<file path="src/rtl/redo_log_transaction_tracker_defines.svh">
// ----------------------------------------------------------------------------
// Redo log transaction tracker assertion macros
// Clocked assertion wrappers; define NO_ASSERTIONS to compile them out.
// ----------------------------------------------------------------------------
`ifndef REDO_LOG_TRANSACTION_TRACKER_DEFINES_SVH
`define REDO_LOG_TRANSACTION_TRACKER_DEFINES_SVH

`ifndef NO_ASSERTIONS
// Assert a property on an explicit clock, masked while reset is low
`define RLT_ASSERT_CLK(label, clk_sig, rst_sig, prop, msg) \
  label: assert property (@(posedge clk_sig) disable iff (!rst_sig) prop) \
    else $error(msg);
// Assert a property on the module's clk and rst_n
`define RLT_ASSERT(label, prop, msg) \
  `RLT_ASSERT_CLK(label, clk, rst_n, prop, msg)
`else
`define RLT_ASSERT_CLK(label, clk_sig, rst_sig, prop, msg)
`define RLT_ASSERT(label, prop, msg)
`endif

`endif

</file>
<file path="src/rtl/rlt_pkg.sv">
// ----------------------------------------------------------------------------
// Redo log transaction tracker package
// Field widths, codes and controller/datapath handshake types.
// ----------------------------------------------------------------------------
package rlt_pkg;

  // Payload widths
  localparam int OP_W         = 2;
  localparam int BLK_W        = 32;
  localparam int STATUS_W     = 3;
  localparam int CMD_W        = 3;
  localparam int CNT_W        = 5;
  localparam int ACT_W        = 4;
  localparam int LOG_BLOCKS_W = 16;
  localparam int CFG_IDX_W    = 1;

  // Parameter defaults
  localparam int LOG_ENTRIES_DEF   = 30;
  localparam int BLOCKS_PER_OP_DEF = 10;

  // Register reset values
  localparam logic [BLK_W-1:0]        LOG_START_RST  = BLK_W'(2);
  localparam logic [LOG_BLOCKS_W-1:0] LOG_BLOCKS_RST = LOG_BLOCKS_W'(31);

  // Highest count of outstanding operations
  localparam logic [ACT_W-1:0] ACT_MAX = '1;

  typedef enum logic [OP_W-1:0] {
    OP_BEGIN = 2'd0,
    OP_END   = 2'd1,
    OP_WRITE = 2'd2
  } op_t;

  typedef enum logic [STATUS_W-1:0] {
    ST_OK           = 3'd0,
    ST_WAIT         = 3'd1,
    ST_TOO_BIG      = 3'd2,
    ST_OUTSIDE      = 3'd3,
    ST_END_NO_BEGIN = 3'd4
  } status_t;

  typedef enum logic [CMD_W-1:0] {
    CMD_NONE    = 3'd0,
    CMD_COPY    = 3'd1,
    CMD_HEADER  = 3'd2,
    CMD_INSTALL = 3'd3,
    CMD_CLEAR   = 3'd4
  } cmd_t;

  typedef enum logic [CFG_IDX_W-1:0] {
    CFG_LOG_START  = 1'd0,
    CFG_LOG_BLOCKS = 1'd1
  } cfg_reg_t;

  // Which kind of result the datapath builds on a load
  typedef enum logic [2:0] {
    RES_STATUS,
    RES_COPY,
    RES_HEADER,
    RES_INSTALL,
    RES_CLEAR
  } res_t;

  // Controller to datapath
  typedef struct packed {
    logic    capture;
    logic    load;
    res_t    res_sel;
    status_t status;
    logic    pin;
    logic    last;
    logic    inc_active;
    logic    dec_active;
    logic    append;
    logic    clear_entries;
    logic    idx_inc;
    logic    idx_clr;
  } dp_cmd_t;

  // Datapath to controller
  typedef struct packed {
    op_t  op;
    logic begin_full;
    logic room_full;
    logic active_zero;
    logic active_one;
    logic entries_zero;
    logic idx_at_end;
    logic idx_last;
    logic hit;
    logic out_free;
  } dp_sts_t;

endpackage

</file>
<file path="src/rtl/rlt_intf.sv">
// ----------------------------------------------------------------------------
// Redo log transaction tracker channel interfaces
// Valid/ready channels for operations, results and configuration writes.
// ----------------------------------------------------------------------------
interface rlt_in_if;
  import rlt_pkg::*;

  logic             valid;
  logic             ready;
  logic [OP_W-1:0]  operation;
  logic [BLK_W-1:0] block_number;

  modport source (output valid, operation, block_number, input ready);
  modport sink   (input valid, operation, block_number, output ready);
endinterface

interface rlt_out_if;
  import rlt_pkg::*;

  logic                valid;
  logic                ready;
  logic [STATUS_W-1:0] status;
  logic [CMD_W-1:0]    command;
  logic [BLK_W-1:0]    source_block;
  logic [BLK_W-1:0]    dest_block;
  logic [CNT_W-1:0]    header_count;
  logic                pin_request;
  logic                last;

  modport source (output valid, status, command, source_block, dest_block,
                  header_count, pin_request, last, input ready);
  modport sink   (input valid, status, command, source_block, dest_block,
                  header_count, pin_request, last, output ready);
endinterface

interface rlt_cfg_if;
  import rlt_pkg::*;

  logic                 valid;
  logic                 ready;
  logic [CFG_IDX_W-1:0] index;
  logic [BLK_W-1:0]     data;

  modport source (output valid, index, data, input ready);
  modport sink   (input valid, index, data, output ready);
endinterface

</file>
<file path="src/rtl/rlt_ctrl.sv">
// ----------------------------------------------------------------------------
// Redo log transaction tracker controller
// Sequences decode, absorption search and the commit run over the datapath.
// ----------------------------------------------------------------------------
module rlt_ctrl (
  input  logic             clk,
  input  logic             rst_n,
  input  logic             in_valid,
  output logic             in_ready,
  input  rlt_pkg::dp_sts_t sts,
  output rlt_pkg::dp_cmd_t cmd
);
  import rlt_pkg::*;

  typedef enum logic [2:0] {
    S_IDLE,
    S_DECODE,
    S_SEARCH,
    S_COPY,
    S_HEADER,
    S_INSTALL,
    S_CLEAR
  } state_t;

  state_t state_r;
  state_t state_nxt;

  // Take a new transaction only between items
  assign in_ready = (state_r == S_IDLE);

  // Next state and datapath commands
  always_comb begin
    state_nxt   = state_r;
    cmd         = '0;
    cmd.res_sel = RES_STATUS;
    cmd.status  = ST_OK;
    case (state_r)
      S_IDLE: begin
        if (in_valid) begin
          cmd.capture = 1'b1;
          state_nxt   = S_DECODE;
        end
      end
      S_DECODE: begin
        case (sts.op)
          OP_BEGIN: begin
            if (sts.out_free) begin
              cmd.load = 1'b1;
              cmd.last = 1'b1;
              if (sts.begin_full) begin
                cmd.status = ST_WAIT;
              end else begin
                cmd.inc_active = 1'b1;
              end
              state_nxt = S_IDLE;
            end
          end
          OP_WRITE: begin
            if (!sts.room_full && !sts.active_zero) begin
              state_nxt = S_SEARCH;
            end else if (sts.out_free) begin
              cmd.load   = 1'b1;
              cmd.last   = 1'b1;
              cmd.status = sts.room_full ? ST_TOO_BIG : ST_OUTSIDE;
              state_nxt  = S_IDLE;
            end
          end
          OP_END: begin
            if (!sts.active_zero && sts.active_one && !sts.entries_zero) begin
              // Last end of a nonempty transaction: start the commit run
              cmd.dec_active = 1'b1;
              state_nxt      = S_COPY;
            end else if (sts.out_free) begin
              cmd.load = 1'b1;
              cmd.last = 1'b1;
              if (sts.active_zero) begin
                cmd.status = ST_END_NO_BEGIN;
              end else begin
                cmd.dec_active = 1'b1;
              end
              state_nxt = S_IDLE;
            end
          end
          default: begin
            if (sts.out_free) begin
              cmd.load  = 1'b1;
              cmd.last  = 1'b1;
              state_nxt = S_IDLE;
            end
          end
        endcase
      end
      S_SEARCH: begin
        // Walk one logged slot per cycle; miss appends, hit absorbs
        if (sts.idx_at_end) begin
          if (sts.out_free) begin
            cmd.load   = 1'b1;
            cmd.last   = 1'b1;
            cmd.pin    = 1'b1;
            cmd.append = 1'b1;
            state_nxt  = S_IDLE;
          end
        end else if (sts.hit) begin
          if (sts.out_free) begin
            cmd.load  = 1'b1;
            cmd.last  = 1'b1;
            state_nxt = S_IDLE;
          end
        end else begin
          cmd.idx_inc = 1'b1;
        end
      end
      S_COPY: begin
        if (sts.out_free) begin
          cmd.load    = 1'b1;
          cmd.res_sel = RES_COPY;
          cmd.idx_inc = 1'b1;
          if (sts.idx_last) begin
            state_nxt = S_HEADER;
          end
        end
      end
      S_HEADER: begin
        if (sts.out_free) begin
          cmd.load    = 1'b1;
          cmd.res_sel = RES_HEADER;
          cmd.idx_clr = 1'b1;
          state_nxt   = S_INSTALL;
        end
      end
      S_INSTALL: begin
        if (sts.out_free) begin
          cmd.load    = 1'b1;
          cmd.res_sel = RES_INSTALL;
          cmd.idx_inc = 1'b1;
          if (sts.idx_last) begin
            state_nxt = S_CLEAR;
          end
        end
      end
      S_CLEAR: begin
        if (sts.out_free) begin
          cmd.load          = 1'b1;
          cmd.res_sel       = RES_CLEAR;
          cmd.last          = 1'b1;
          cmd.clear_entries = 1'b1;
          state_nxt         = S_IDLE;
        end
      end
      default: begin
        state_nxt = S_IDLE;
      end
    endcase
  end

  // Hold state
  always_ff @(posedge clk) begin
    if (!rst_n) begin
      state_r <= S_IDLE;
    end else begin
      state_r <= state_nxt;
    end
  end

endmodule

</file>
<file path="src/rtl/rlt_dp.sv">
// ----------------------------------------------------------------------------
// Redo log transaction tracker datapath
// Configuration, counters, logged block memory and the result register.
// ----------------------------------------------------------------------------
`include "redo_log_transaction_tracker_defines.svh"

module rlt_dp #(
  parameter int LOG_ENTRIES   = rlt_pkg::LOG_ENTRIES_DEF,
  parameter int BLOCKS_PER_OP = rlt_pkg::BLOCKS_PER_OP_DEF
) (
  input  logic                       clk,
  input  logic                       rst_n,
  input  logic [rlt_pkg::OP_W-1:0]   in_operation,
  input  logic [rlt_pkg::BLK_W-1:0]  in_block_number,
  rlt_cfg_if.sink                    cfg_ch,
  rlt_out_if.source                  out_ch,
  input  rlt_pkg::dp_cmd_t           cmd,
  output rlt_pkg::dp_sts_t           sts
);
  import rlt_pkg::*;

  localparam int AW     = $clog2(LOG_ENTRIES);
  localparam int NEED_W = $clog2((2 ** ACT_W) * BLOCKS_PER_OP + LOG_ENTRIES + 1);

  // Configuration
  logic [BLK_W-1:0]        log_start_r;
  logic [LOG_BLOCKS_W-1:0] log_blocks_r;

  // Transaction state
  logic [CNT_W-1:0] entry_count_r;
  logic [CNT_W-1:0] entry_count_nxt;
  logic [ACT_W-1:0] active_r;
  logic [ACT_W-1:0] active_nxt;

  // Current item and slot walk
  op_t              op_r;
  logic [BLK_W-1:0] blk_r;
  logic [CNT_W-1:0] idx_r;
  logic [CNT_W-1:0] idx_nxt;

  // Logged home blocks in slot order
  logic [BLK_W-1:0] logged_blocks_r [LOG_ENTRIES];
  logic [BLK_W-1:0] rdata_r;

  // Result register
  logic             out_valid_r;
  status_t          out_status_r;
  cmd_t             out_command_r;
  logic [BLK_W-1:0] out_source_r;
  logic [BLK_W-1:0] out_dest_r;
  logic [CNT_W-1:0] out_hcount_r;
  logic             out_pin_r;
  logic             out_last_r;

  // Assembled result
  cmd_t             res_command;
  logic [BLK_W-1:0] res_source;
  logic [BLK_W-1:0] res_dest;
  logic [CNT_W-1:0] res_hcount;

  logic                    out_free;
  logic [BLK_W-1:0]        slot_blk;
  logic [LOG_BLOCKS_W-1:0] cap;
  logic [NEED_W-1:0]       need;

  // Configuration writes are always taken
  assign cfg_ch.ready = 1'b1;

  always_ff @(posedge clk) begin
    if (!rst_n) begin
      log_start_r  <= LOG_START_RST;
      log_blocks_r <= LOG_BLOCKS_RST;
    end else if (cfg_ch.valid) begin
      case (cfg_reg_t'(cfg_ch.index))
        CFG_LOG_START:  log_start_r  <= cfg_ch.data;
        CFG_LOG_BLOCKS: log_blocks_r <= cfg_ch.data[LOG_BLOCKS_W-1:0];
        default: ;
      endcase
    end
  end

  // Admission and room checks
  assign need = NEED_W'(entry_count_r)
              + NEED_W'({1'b0, active_r} + (ACT_W + 1)'(1)) * NEED_W'(BLOCKS_PER_OP);
  assign cap  = (log_blocks_r == '0) ? '0 : log_blocks_r - LOG_BLOCKS_W'(1);
  assign slot_blk = log_start_r + BLK_W'(idx_r) + BLK_W'(1);
  assign out_free = !out_valid_r || out_ch.ready;

  always_comb begin
    sts              = '0;
    sts.op           = op_r;
    sts.begin_full   = (active_r == ACT_MAX) || (need > NEED_W'(LOG_ENTRIES));
    sts.room_full    = (entry_count_r >= CNT_W'(LOG_ENTRIES))
                    || (LOG_BLOCKS_W'(entry_count_r) >= cap);
    sts.active_zero  = (active_r == '0);
    sts.active_one   = (active_r == ACT_W'(1));
    sts.entries_zero = (entry_count_r == '0);
    sts.idx_at_end   = (idx_r == entry_count_r);
    sts.idx_last     = ((idx_r + CNT_W'(1)) == entry_count_r);
    sts.hit          = (rdata_r == blk_r);
    sts.out_free     = out_free;
  end

  // Counters and slot index
  always_comb begin
    entry_count_nxt = entry_count_r;
    if (cmd.clear_entries) begin
      entry_count_nxt = '0;
    end else if (cmd.append) begin
      entry_count_nxt = entry_count_r + CNT_W'(1);
    end
    active_nxt = active_r;
    if (cmd.inc_active) begin
      active_nxt = active_r + ACT_W'(1);
    end else if (cmd.dec_active) begin
      active_nxt = active_r - ACT_W'(1);
    end
    idx_nxt = idx_r;
    if (cmd.capture || cmd.idx_clr) begin
      idx_nxt = '0;
    end else if (cmd.idx_inc) begin
      idx_nxt = idx_r + CNT_W'(1);
    end
  end

  always_ff @(posedge clk) begin
    if (!rst_n) begin
      entry_count_r <= '0;
      active_r      <= '0;
      idx_r         <= '0;
    end else begin
      entry_count_r <= entry_count_nxt;
      active_r      <= active_nxt;
      idx_r         <= idx_nxt;
    end
  end

  // Latch the accepted transaction
  always_ff @(posedge clk) begin
    if (cmd.capture) begin
      op_r  <= op_t'(in_operation);
      blk_r <= in_block_number;
    end
  end

  // Memory: append at the fill count, read ahead at the next slot index
  always_ff @(posedge clk) begin
    if (cmd.append) begin
      logged_blocks_r[entry_count_r[AW-1:0]] <= blk_r;
    end
    rdata_r <= logged_blocks_r[idx_nxt[AW-1:0]];
  end

  // Build the result fields
  always_comb begin
    res_command = CMD_NONE;
    res_source  = '0;
    res_dest    = '0;
    res_hcount  = '0;
    case (cmd.res_sel)
      RES_COPY: begin
        res_command = CMD_COPY;
        res_source  = rdata_r;
        res_dest    = slot_blk;
      end
      RES_HEADER: begin
        res_command = CMD_HEADER;
        res_dest    = log_start_r;
        res_hcount  = entry_count_r;
      end
      RES_INSTALL: begin
        res_command = CMD_INSTALL;
        res_source  = slot_blk;
        res_dest    = rdata_r;
      end
      RES_CLEAR: begin
        res_command = CMD_CLEAR;
        res_dest    = log_start_r;
      end
      default: ;
    endcase
  end

  // Output register: load a result, drop it once taken
  always_ff @(posedge clk) begin
    if (!rst_n) begin
      out_valid_r <= 1'b0;
    end else if (cmd.load) begin
      out_valid_r <= 1'b1;
    end else if (out_ch.ready) begin
      out_valid_r <= 1'b0;
    end
  end

  always_ff @(posedge clk) begin
    if (cmd.load) begin
      out_status_r  <= cmd.status;
      out_command_r <= res_command;
      out_source_r  <= res_source;
      out_dest_r    <= res_dest;
      out_hcount_r  <= res_hcount;
      out_pin_r     <= cmd.pin;
      out_last_r    <= cmd.last;
    end
  end

  assign out_ch.valid        = out_valid_r;
  assign out_ch.status       = out_status_r;
  assign out_ch.command      = out_command_r;
  assign out_ch.source_block = out_source_r;
  assign out_ch.dest_block   = out_dest_r;
  assign out_ch.header_count = out_hcount_r;
  assign out_ch.pin_request  = out_pin_r;
  assign out_ch.last         = out_last_r;

  `RLT_ASSERT(a_count_bound, entry_count_r <= CNT_W'(LOG_ENTRIES), "entry count past log size")
  `RLT_ASSERT(a_load_free, cmd.load |-> out_free, "result loaded over a pending one")
  `RLT_ASSERT(a_append_room, cmd.append |-> !sts.room_full && !sts.active_zero, "append without room or operation")
  `RLT_ASSERT(a_no_underflow, cmd.dec_active |-> active_r != '0, "operation count underflow")

endmodule

</file>
<file path="src/rtl/redo_log_transaction_tracker.sv">
// ----------------------------------------------------------------------------
// Redo log transaction tracker
// Group-commit redo log bookkeeping with begin, log write and end operations.
// ----------------------------------------------------------------------------
// One transaction is worked on at a time; in_ch.ready is high only between
// transactions. A log write that is admitted walks the logged block memory
// through its single read port, one slot per cycle, until the block is found
// and absorbed or the end of the log is reached and the new block appended.
// The last end of a nonempty transaction emits 2 * entry_count + 2 results,
// one per cycle while the sink is ready. A finished result waits in the output
// register while the next transaction is already accepted.
module redo_log_transaction_tracker #(
  parameter int LOG_ENTRIES   = rlt_pkg::LOG_ENTRIES_DEF,
  parameter int BLOCKS_PER_OP = rlt_pkg::BLOCKS_PER_OP_DEF
) (
  input  logic      clk,
  input  logic      rst_n,
  rlt_in_if.sink    in_ch,
  rlt_out_if.source out_ch,
  rlt_cfg_if.sink   cfg_ch
);
  import rlt_pkg::*;

  dp_cmd_t dp_cmd;
  dp_sts_t dp_sts;
  logic    in_ready;

  assign in_ch.ready = in_ready;

  // Sequencer
  rlt_ctrl u_ctrl (
    .clk      (clk),
    .rst_n    (rst_n),
    .in_valid (in_ch.valid),
    .in_ready (in_ready),
    .sts      (dp_sts),
    .cmd      (dp_cmd)
  );

  // State, memory and result register
  rlt_dp #(
    .LOG_ENTRIES   (LOG_ENTRIES),
    .BLOCKS_PER_OP (BLOCKS_PER_OP)
  ) u_dp (
    .clk             (clk),
    .rst_n           (rst_n),
    .in_operation    (in_ch.operation),
    .in_block_number (in_ch.block_number),
    .cfg_ch          (cfg_ch),
    .out_ch          (out_ch),
    .cmd             (dp_cmd),
    .sts             (dp_sts)
  );

endmodule
</file>
<file path="src/flat_wrapper.sv">
// flat-port wrapper written by rule: the top's interface ports become plain ports
module redo_log_transaction_tracker_flat import rlt_pkg::*;
#(
  parameter int LOG_ENTRIES   = rlt_pkg::LOG_ENTRIES_DEF,
  parameter int BLOCKS_PER_OP = rlt_pkg::BLOCKS_PER_OP_DEF
)
  (clk, rst_n, in_ch_valid, in_ch_operation, in_ch_block_number, in_ch_ready, out_ch_valid, out_ch_status, out_ch_command, out_ch_source_block, out_ch_dest_block, out_ch_header_count, out_ch_pin_request, out_ch_last, out_ch_ready, cfg_ch_valid, cfg_ch_index, cfg_ch_data, cfg_ch_ready);
  rlt_in_if in_ch_i ();
  rlt_out_if out_ch_i ();
  rlt_cfg_if cfg_ch_i ();
  input  logic clk;
  input  logic rst_n;
  input wire logic [$bits(in_ch_i.valid)-1:0] in_ch_valid;
  input wire logic [$bits(in_ch_i.operation)-1:0] in_ch_operation;
  input wire logic [$bits(in_ch_i.block_number)-1:0] in_ch_block_number;
  output wire logic [$bits(in_ch_i.ready)-1:0] in_ch_ready;
  output wire logic [$bits(out_ch_i.valid)-1:0] out_ch_valid;
  output wire logic [$bits(out_ch_i.status)-1:0] out_ch_status;
  output wire logic [$bits(out_ch_i.command)-1:0] out_ch_command;
  output wire logic [$bits(out_ch_i.source_block)-1:0] out_ch_source_block;
  output wire logic [$bits(out_ch_i.dest_block)-1:0] out_ch_dest_block;
  output wire logic [$bits(out_ch_i.header_count)-1:0] out_ch_header_count;
  output wire logic [$bits(out_ch_i.pin_request)-1:0] out_ch_pin_request;
  output wire logic [$bits(out_ch_i.last)-1:0] out_ch_last;
  input wire logic [$bits(out_ch_i.ready)-1:0] out_ch_ready;
  input wire logic [$bits(cfg_ch_i.valid)-1:0] cfg_ch_valid;
  input wire logic [$bits(cfg_ch_i.index)-1:0] cfg_ch_index;
  input wire logic [$bits(cfg_ch_i.data)-1:0] cfg_ch_data;
  output wire logic [$bits(cfg_ch_i.ready)-1:0] cfg_ch_ready;
  assign in_ch_i.valid = in_ch_valid;
  assign in_ch_i.operation = in_ch_operation;
  assign in_ch_i.block_number = in_ch_block_number;
  assign in_ch_ready = in_ch_i.ready;
  assign out_ch_valid = out_ch_i.valid;
  assign out_ch_status = out_ch_i.status;
  assign out_ch_command = out_ch_i.command;
  assign out_ch_source_block = out_ch_i.source_block;
  assign out_ch_dest_block = out_ch_i.dest_block;
  assign out_ch_header_count = out_ch_i.header_count;
  assign out_ch_pin_request = out_ch_i.pin_request;
  assign out_ch_last = out_ch_i.last;
  assign out_ch_i.ready = out_ch_ready;
  assign cfg_ch_i.valid = cfg_ch_valid;
  assign cfg_ch_i.index = cfg_ch_index;
  assign cfg_ch_i.data = cfg_ch_data;
  assign cfg_ch_ready = cfg_ch_i.ready;
  redo_log_transaction_tracker #(.LOG_ENTRIES(LOG_ENTRIES), .BLOCKS_PER_OP(BLOCKS_PER_OP)) u_core (.clk(clk), .rst_n(rst_n), .in_ch(in_ch_i), .out_ch(out_ch_i), .cfg_ch(cfg_ch_i));
endmodule
</file>
<file path="config.mk">
export PLATFORM = sky130hd
export DESIGN_NAME = redo_log_transaction_tracker_flat
export DESIGN_NICKNAME = d
export VERILOG_FILES = /design/src/rtl/rlt_pkg.sv /design/src/rtl/rlt_intf.sv /design/src/rtl/rlt_ctrl.sv /design/src/rtl/rlt_dp.sv /design/src/rtl/redo_log_transaction_tracker.sv /design/src/flat_wrapper.sv
export VERILOG_INCLUDE_DIRS = /design/src /design/src/rtl
export SDC_FILE = /design/constraint.sdc
export NUM_CORES = 1
export LEC_CHECK = 0
export BUFFER_PORTS_ARGS = -buffer_cell sky130_fd_sc_hd__buf_2
export CORE_MARGIN = 2
export CORE_UTILIZATION = 50
export CTS_BUF_LIST = sky130_fd_sc_hd__clkbuf_8
export DETAILED_ROUTE_END_ITERATION = 7
export GPL_ROUTABILITY_DRIVEN = 0
export PLACE_DENSITY = 0.7
export SLEW_MARGIN = 15
export SYNTH_ARGS = -nofsm -noshare
export SYNTH_HDL_FRONTEND = slang
export SYNTH_SLANG_ARGS = --single-unit
</file>
<file path="constraint.sdc">
create_clock -name clk -period 6.28 [get_ports clk]
set_clock_uncertainty 0.05 [all_clocks]
set_input_delay 0.314 -clock clk [delete_from_list [all_inputs] [get_ports clk]]
set_output_delay 0.314 -clock clk [all_outputs]
set_load 0.01 [all_outputs]
</file>
# --- Word level (Yosys, flattened, before mapping) ---
# Memory sizes are Yosys's and may differ from the RTL's. A register that Yosys moved wholly into a read port is not among the register bits.
# Index checks and enable logic that the tools add are counted.
classes:
  mul: 1
  n_addsub: 9
  n_mux: 67
  eq_ne: 24
  div_mod_pow: 0
  order_cmp: 3
  n_bitwise: 2
  shift: 0
  reduce_logical: 25
op_table:
  columns: ["cell", "count"]
  rows:
  - ["32-bit case mux with 3 select lines", 1]
  - ["32-bit case mux with 2 select lines", 1]
  - ["3-bit 2-to-1 mux", 15]
  - ["32-bit by 1-bit adder with 32-bit output, second input constant", 1]
  - ["32-bit by 5-bit adder with 32-bit output", 1]
  - ["32-bit == test", 1]
  - ["1-bit 2-to-1 mux", 26]
  - ["4-bit 2-to-1 mux", 6]
  - ["3-bit case mux with 4 select lines", 2]
  - ["3-bit case mux with 7 select lines", 1]
  - ["5-bit by 16-bit >= comparator with 1-bit output", 1]
  - ["16-bit zero test", 1]
  - ["16-bit 2-to-1 mux", 1]
  - ["16-bit by 1-bit subtractor with 16-bit output, second input constant", 1]
  - ["3-bit by 2-bit == test with 1-bit output, second input constant", 4]
  - ["3-bit == test, second input constant", 4]
  - ["5-bit by 1-bit adder with 5-bit output, second input constant", 2]
  - ["5-bit == test", 2]
  - ["2-bit 2-to-1 mux", 5]
  - ["5-bit 2-to-1 mux", 2]
  - ["3-bit case mux with 3 select lines", 1]
  - ["5-bit by 8-bit adder with 8-bit output", 1]
  - ["8-bit by 5-bit > comparator with 1-bit output, second input constant", 1]
  - ["2-bit != test, second input constant", 4]
  - ["other kinds (28)", 46]
word_totals:
  ramBits: 960
  in_bits: 72
  rom_bits: 0
  n_memories: 1
  register_bits: 177
  latch_bits: 0
memory_table:
  columns: ["memory", "words", "width", "rd", "rd_clocked_by_memory_dff", "wr", "line", "text"]
  rows:
  - ["u_core.u_dp.logged_blocks_r", 30, 32, 1, 1, 1, "rlt_dp.sv:42", "logic [BLK_W-1:0] logged_blocks_r [LOG_ENTRIES];"]

# --- Longest topological paths before layout ---
logic_depth:
  word_depth: 11
  mapped_depth: 17
  mapped_depth_nobuf: 16

# --- Cells and area by module ---
# From an unflattened synthesis, not the netlist that was laid out.
unflattened:
  cells_unflattened: 3446
  area_unflattened_um2: 47480.5
modules_own_cells:
  columns: ["mod", "area_per_inst_um2", "seq_area_each_um2", "instances", "cells_each"]
  rows:
  - ["rlt_dp", 46868.7, 34062.7, 1, 3356]
  - ["rlt_ctrl", 611.8, 60.1, 1, 90]

# --- Worst setup path after synthesis ---
# No wires, ideal clock.
synth_path:
  kind: "flip-flop to flip-flop"
  startpoint: "register u_core.u_dp.log_blocks_r[4]"
  endpoint: "register u_core.u_dp.out_command_r[0] (netlist: u_core.u_dp.out_ch.command[0]), enable pin"
  arrival_ps: 5513
  setup_ps: 1127
  path_stages_with_launch: 17
  synth_period_minus_slack_ps: 6690
  slack_ps: -410
  path_cell_list: "dfxtp_1 > or3_1 > or4_1 > or4_1 > nand3b_1 > and2_1 > ha_1 > nand2b_1 > a21o_1 > a21o_1 > a21o_1 > a21oi_1 > o22a_1 > nand2_1 > nand2_2 > a31o_1 > nand4_1"
synth_lines:
  columns: ["item", "line", "text"]
  rows:
  - ["start, declared", "rlt_dp.sv:27", "logic [LOG_BLOCKS_W-1:0] log_blocks_r;"]
  - ["start signal, assigned", "rlt_dp.sv:76", "CFG_LOG_BLOCKS: log_blocks_r <= cfg_ch.data[LOG_BLOCKS_W-1:0];"]
  - ["end signal, assigned", "rlt_dp.sv:198", "out_command_r <= res_command;"]
  - ["end, declared", "rlt_dp.sv:48", "cmd_t out_command_r;"]

# --- Worst setup path after layout ---
layout_path:
  startpoint: "register u_core.u_dp.blk_r[6]"
  endpoint: "register u_core.u_dp.rdata_r[22], read port of u_core.u_dp.logged_blocks_r"
layout_via:
  elab_chain_cells: 6
layout_lines:
  columns: ["item", "line", "text"]
  rows:
  - ["start, declared", "rlt_dp.sv:37", "logic [BLK_W-1:0] blk_r;"]
  - ["start signal, assigned", "rlt_dp.sv:142", "blk_r <= in_block_number;"]
  - ["32-bit == test", "rlt_dp.sv:100", "sts.hit = (rdata_r == blk_r);"]
  - ["1-bit 2-to-1 mux", "rlt_ctrl.sv:103", "end else if (sts.hit) begin"]
  - ["1-bit 2-to-1 mux", "rlt_ctrl.sv:95", "if (sts.idx_at_end) begin"]
  - ["1-bit case mux with 2 select lines", "rlt_ctrl.sv:37", "case (state_r)"]
  - ["5-bit 2-to-1 mux", "rlt_dp.sv:121", "end else if (cmd.idx_inc) begin"]
  - ["5-bit 2-to-1 mux", "rlt_dp.sv:119", "if (cmd.capture || cmd.idx_clr) begin"]
  - ["end, declared", "rlt_dp.sv:43", "logic [BLK_W-1:0] rdata_r;"]
# Every way passes these cells.
# A chain may end at the register's enable or synchronous reset.

==> run_results.csv <==
group,metric,value,unit
sta,setup_ws,0.4519,ns
placement,post_dp_cell_area,0.04971,sq mm
synth,async_reset_ff_share,0,%
job,drv_cap,0,
floorplan,dieWidth,311.4,um
synth,synth_fa_ha_area_share,1.001,%
global_routing,grt_pass1_vias,29836,
routing,dr.pass1.iters,7,
critical_path,path_cells,"xor2_1, nor4_1, nand4_1, o21ai_1, o21ai_0, nand2b_1, mux2i_4, buf_4, or3_1, buf_4, o22ai_1, nor4_1",
synth,netlist_area,0.04726,sq mm
clock_tree,cts.sinks,1169,
synth,ys_warn_count,0,
synth,ys_ff_latch,1169,
placement,port_buffers,150,
critical_path,r2r-start,"u_core.u_dp.blk_r[6]",
global_routing,grtUsageTotal,27.05,%
clock_tree,cts_setup_buffers,0,
sta,fin_crit,5.828,ns
synth,synth_compound_area_share,7.924,%
sta,setup_viol,0,
placement,dp_hpwl,76610,um
clock_tree,max-clock-path-buffers,3,
outcome,status,"finished, final reports clean",
sta,slew_violations,0,
finish,num-fill-cells,7235,
min_path,holdPathEnd,"u_core.u_dp.blk_r[31]",
power,power,15200,uW
routing,routed_wirelength,132600,um
sta,fmax,171.6,MHz
routing,num_vias,31073,
sta,rsz0062_at_grt,"false",
clock_tree,clkTransAtPathRegs,0.07,ns
power,p_leak,0.01840,uW
min_path,min_path_type,"in2reg",
finish,final_area,0.05444,sq mm
min_path,hold_depth,2,
finish,final_cell_mix,"edfxtp_1 (1071), nand2_1 (683), clkbuf_8 (192)",
sta,relSlewSlack,18.82,%
synth,syn_area_per_cell,13.76,sq um
min_path,min_from,"in_ch_block_number[31]",
sta,worst_pin_slew,1.218,ns
floorplan,coreArea,0.09347,sq mm
critical_path,crit_fanout,32,
sta,timing.hold.ws,0.1015,ns
routing,drtIter0Drc,4107,
routing,antenna_left,0,
critical_path,crit_path_end_kind,"flip-flop",
critical_path,slowest_stage,"edfxtp_1",
synth,syn-num-nets,3543,
critical_path,arrival,6.51,ns
global_routing,grt_pass1_wl,194000,um
critical_path,regToRegSetupSlack,0.45,ns
routing,vias_per_cell,6.025,
floorplan,num_io_pins,152,
critical_path,r2r_end,"u_core.u_dp.rdata_r[22]",
finish,final_common_cell,"edfxtp_1",
clock_tree,clk_latency,0.87,ns
global_routing,grt_max_degree,170,
sta,hold_viol,0,
critical_path,crit_type,"reg2reg",
synth,synth_ff_type,"edfxtp_1",
synth,synth_xor_area_share,1.594,%
routing,wire_per_inst,25.72,um
clock_tree,cts-htree-levels,4,
critical_path,start_kind,"flip-flop",
power,power.density,279.2,mW/mm^2
global_routing,antenna_found_initial,5,
routing,drc_errors,0,
finish,drive_above_1_share,15.49,%
floorplan,start_util,50.56,%
finish,final_nets,3857,
critical_path,required,6.96,ns
clock_tree,ctsResizeCount,0,
synth,synth.area.mux_share,4.152,%
synth,synth_top_family_by_area,"simple AND/OR/NAND/NOR gates",
synth,synth_cells,3435,
critical_path,cp_slowest_stage_delay,1.01,ns
synth,synth_edf_count,1071,
clock_tree,cts_buffers,183,
floorplan,fp-row-count,112,
synth,ys_types,79,
synth,synthSimpleGateAreaFrac,10.72,%
power,peakVddDrop,0.2149,mV
placement,place_ws,0.8969,ns
global_routing,grt_overflow,0,
floorplan,die_area,0.09699,sq mm
clock_tree,cts_tree,"built",
sta,fin_crit_sh,92.80,%
synth,synth-seq-area-share,72.21,%
floorplan,fp.dieH,311.4,um
clock_tree,root_buffer,"clkbuf_8",
clock_tree,postCtsHoldBufs,111,
finish,syn2layout_area_growth,15.21,%
critical_path,ff2ff_path_depth,12,
layer usage:
metal / wire length, um / up-vias / GRT usage, %
met1: 50070 / 15198 / 36.09
met2: 61780 / 1921 / 42.68
met4: 4778 / 6 / 10.81
met5: 40 / - / 0
met3: 15970 / 306 / 6.782
li1: - / 13642 / -
through the flow:
stage               utilization [%]  setup TNS, ns  cells
floorplan                         -         -27.17   3435
global placement              53.18              0   4705
detailed placement            53.18              0   4705
CTS                           58.19              0   5152
global route                  58.24              0   5155
finish                        58.25              0   5157
cell type report:
class | count | area [sq um] | share of cell area [%]
Sequential cell | 1169 | 34120 | 62.68
Multi-Input combinational cell | 2017 | 12350 | 22.69
Timing Repair Buffer | 348 | 2705 | 4.969
Clock buffer | 192 | 2643 | 4.854
Tap cell | 1254 | 1569 | 2.882
Clock inverter | 144 | 932.1 | 1.712
Inverter | 30 | 112.6 | 0.2068
Antenna cell | 3 | 7.507 | 0.01379
critical path: cells and delay by family, from the launching register on:
kind	cells	cell delay, ns
flip-flops	1	1.01
XOR/XNOR	1	0.23
AO/OA/AOI/OAI	3	1.03
AND/OR/NAND/NOR	5	2.16
multiplexers	1	0.32
buffers and inverters	2	0.86
state kept, by name (all words and copies together), names as in the netlist:
register	flops
u_core.u_dp.entry_count_r	5
u_core.u_dp.out_ch.status	3
u_core.u_dp.out_ch.command	3
u_core.u_dp.active_r	4
u_core.u_ctrl.state_r	3
u_core.u_dp.blk_r	32
u_core.u_dp.log_blocks_r	16
u_core.u_dp.out_ch.source_block	32
u_core.u_dp.idx_r	5
u_core.u_dp.out_ch.dest_block	32
u_core.u_dp.rdata_r	32
u_core.u_dp.logged_blocks_r	960
u_core.u_dp.out_ch.pin_request	1
u_core.u_dp.out_ch.valid	1
u_core.u_dp.out_ch.header_count	5
u_core.u_dp.op_r	2
u_core.u_dp.out_ch.last	1
u_core.u_dp.log_start_r	32
how the worst max path moves through the flow:
stage                                startpoint                       endpoint  slack [ns]  depth (start not counted)
floorplan           u_core.u_dp.log_blocks_r[6]  u_core.u_dp.out_ch.command[0]       -0.35                         16
global placement           u_core.u_dp.blk_r[6]        u_core.u_dp.rdata_r[27]        1.13                         12
detailed placement        u_core.u_dp.blk_r[18]        u_core.u_dp.rdata_r[22]        0.90                         12
CTS                       u_core.u_dp.blk_r[18]        u_core.u_dp.rdata_r[22]        0.75                         12
global route               u_core.u_dp.blk_r[6]        u_core.u_dp.rdata_r[22]        0.27                         12
finish                     u_core.u_dp.blk_r[6]        u_core.u_dp.rdata_r[22]        0.45                         12
synthesized netlist by cell type (4+ instances only):
cell	count	area, sq um
o21a_1	4	30.03
a222oi_1	64	640.6
xnor2_1	32	280.3
nor4_1	42	262.8
buf_1	5	18.77
a221o_1	10	100.1
or3_1	7	43.79
a22oi_1	11	82.58
and3_1	74	462.9
mux2_1	8	90.09
mux2_2	58	653.1
xor2_1	54	473.0
a21oi_1	94	470.5
nand2_1	684	2567
nor2_1	80	300.3
dfxtp_1	98	1962
ha_1	33	412.9
o21ai_0	137	685.7
buf_6	10	112.6
a21o_1	7	52.55
buf_2	69	345.3
clkbuf_1	124	465.5
inv_1	29	108.9
nand4_1	9	56.30
o311ai_0	4	35.03
edfxtp_1	1071	32160
nor3_1	49	245.2
o211ai_1	38	285.3
a31oi_1	128	800.8
mux2i_1	115	1151
buf_4	9	67.56
and2_1	6	37.54
nor2b_1	8	50.05
nand2b_1	12	75.07
or4_1	5	37.54
nand3_1	146	730.7
o22ai_1	33	206.5
where the power goes:
part	switching, uW	leakage (uW)	internal (uW)
logic	145	0.00589	115
registers	123	0.0105	8550
clock network	3060	0.00205	3210
total	3320	0.0184	11900
cell families (layout without fill, tap and decap cells):
group,Yosys count,after routing
muxes,184,184
adders and majority gates,36,36
AOI/OAI and AO/OA,566,566
other,1,4
DFF,1169,1169
buffers and inverters,249,714
and+or+nand+nor,1144,1144
xor gates and xnor gates,86,86
Note: power is estimated with default switching activity, not from simulation.
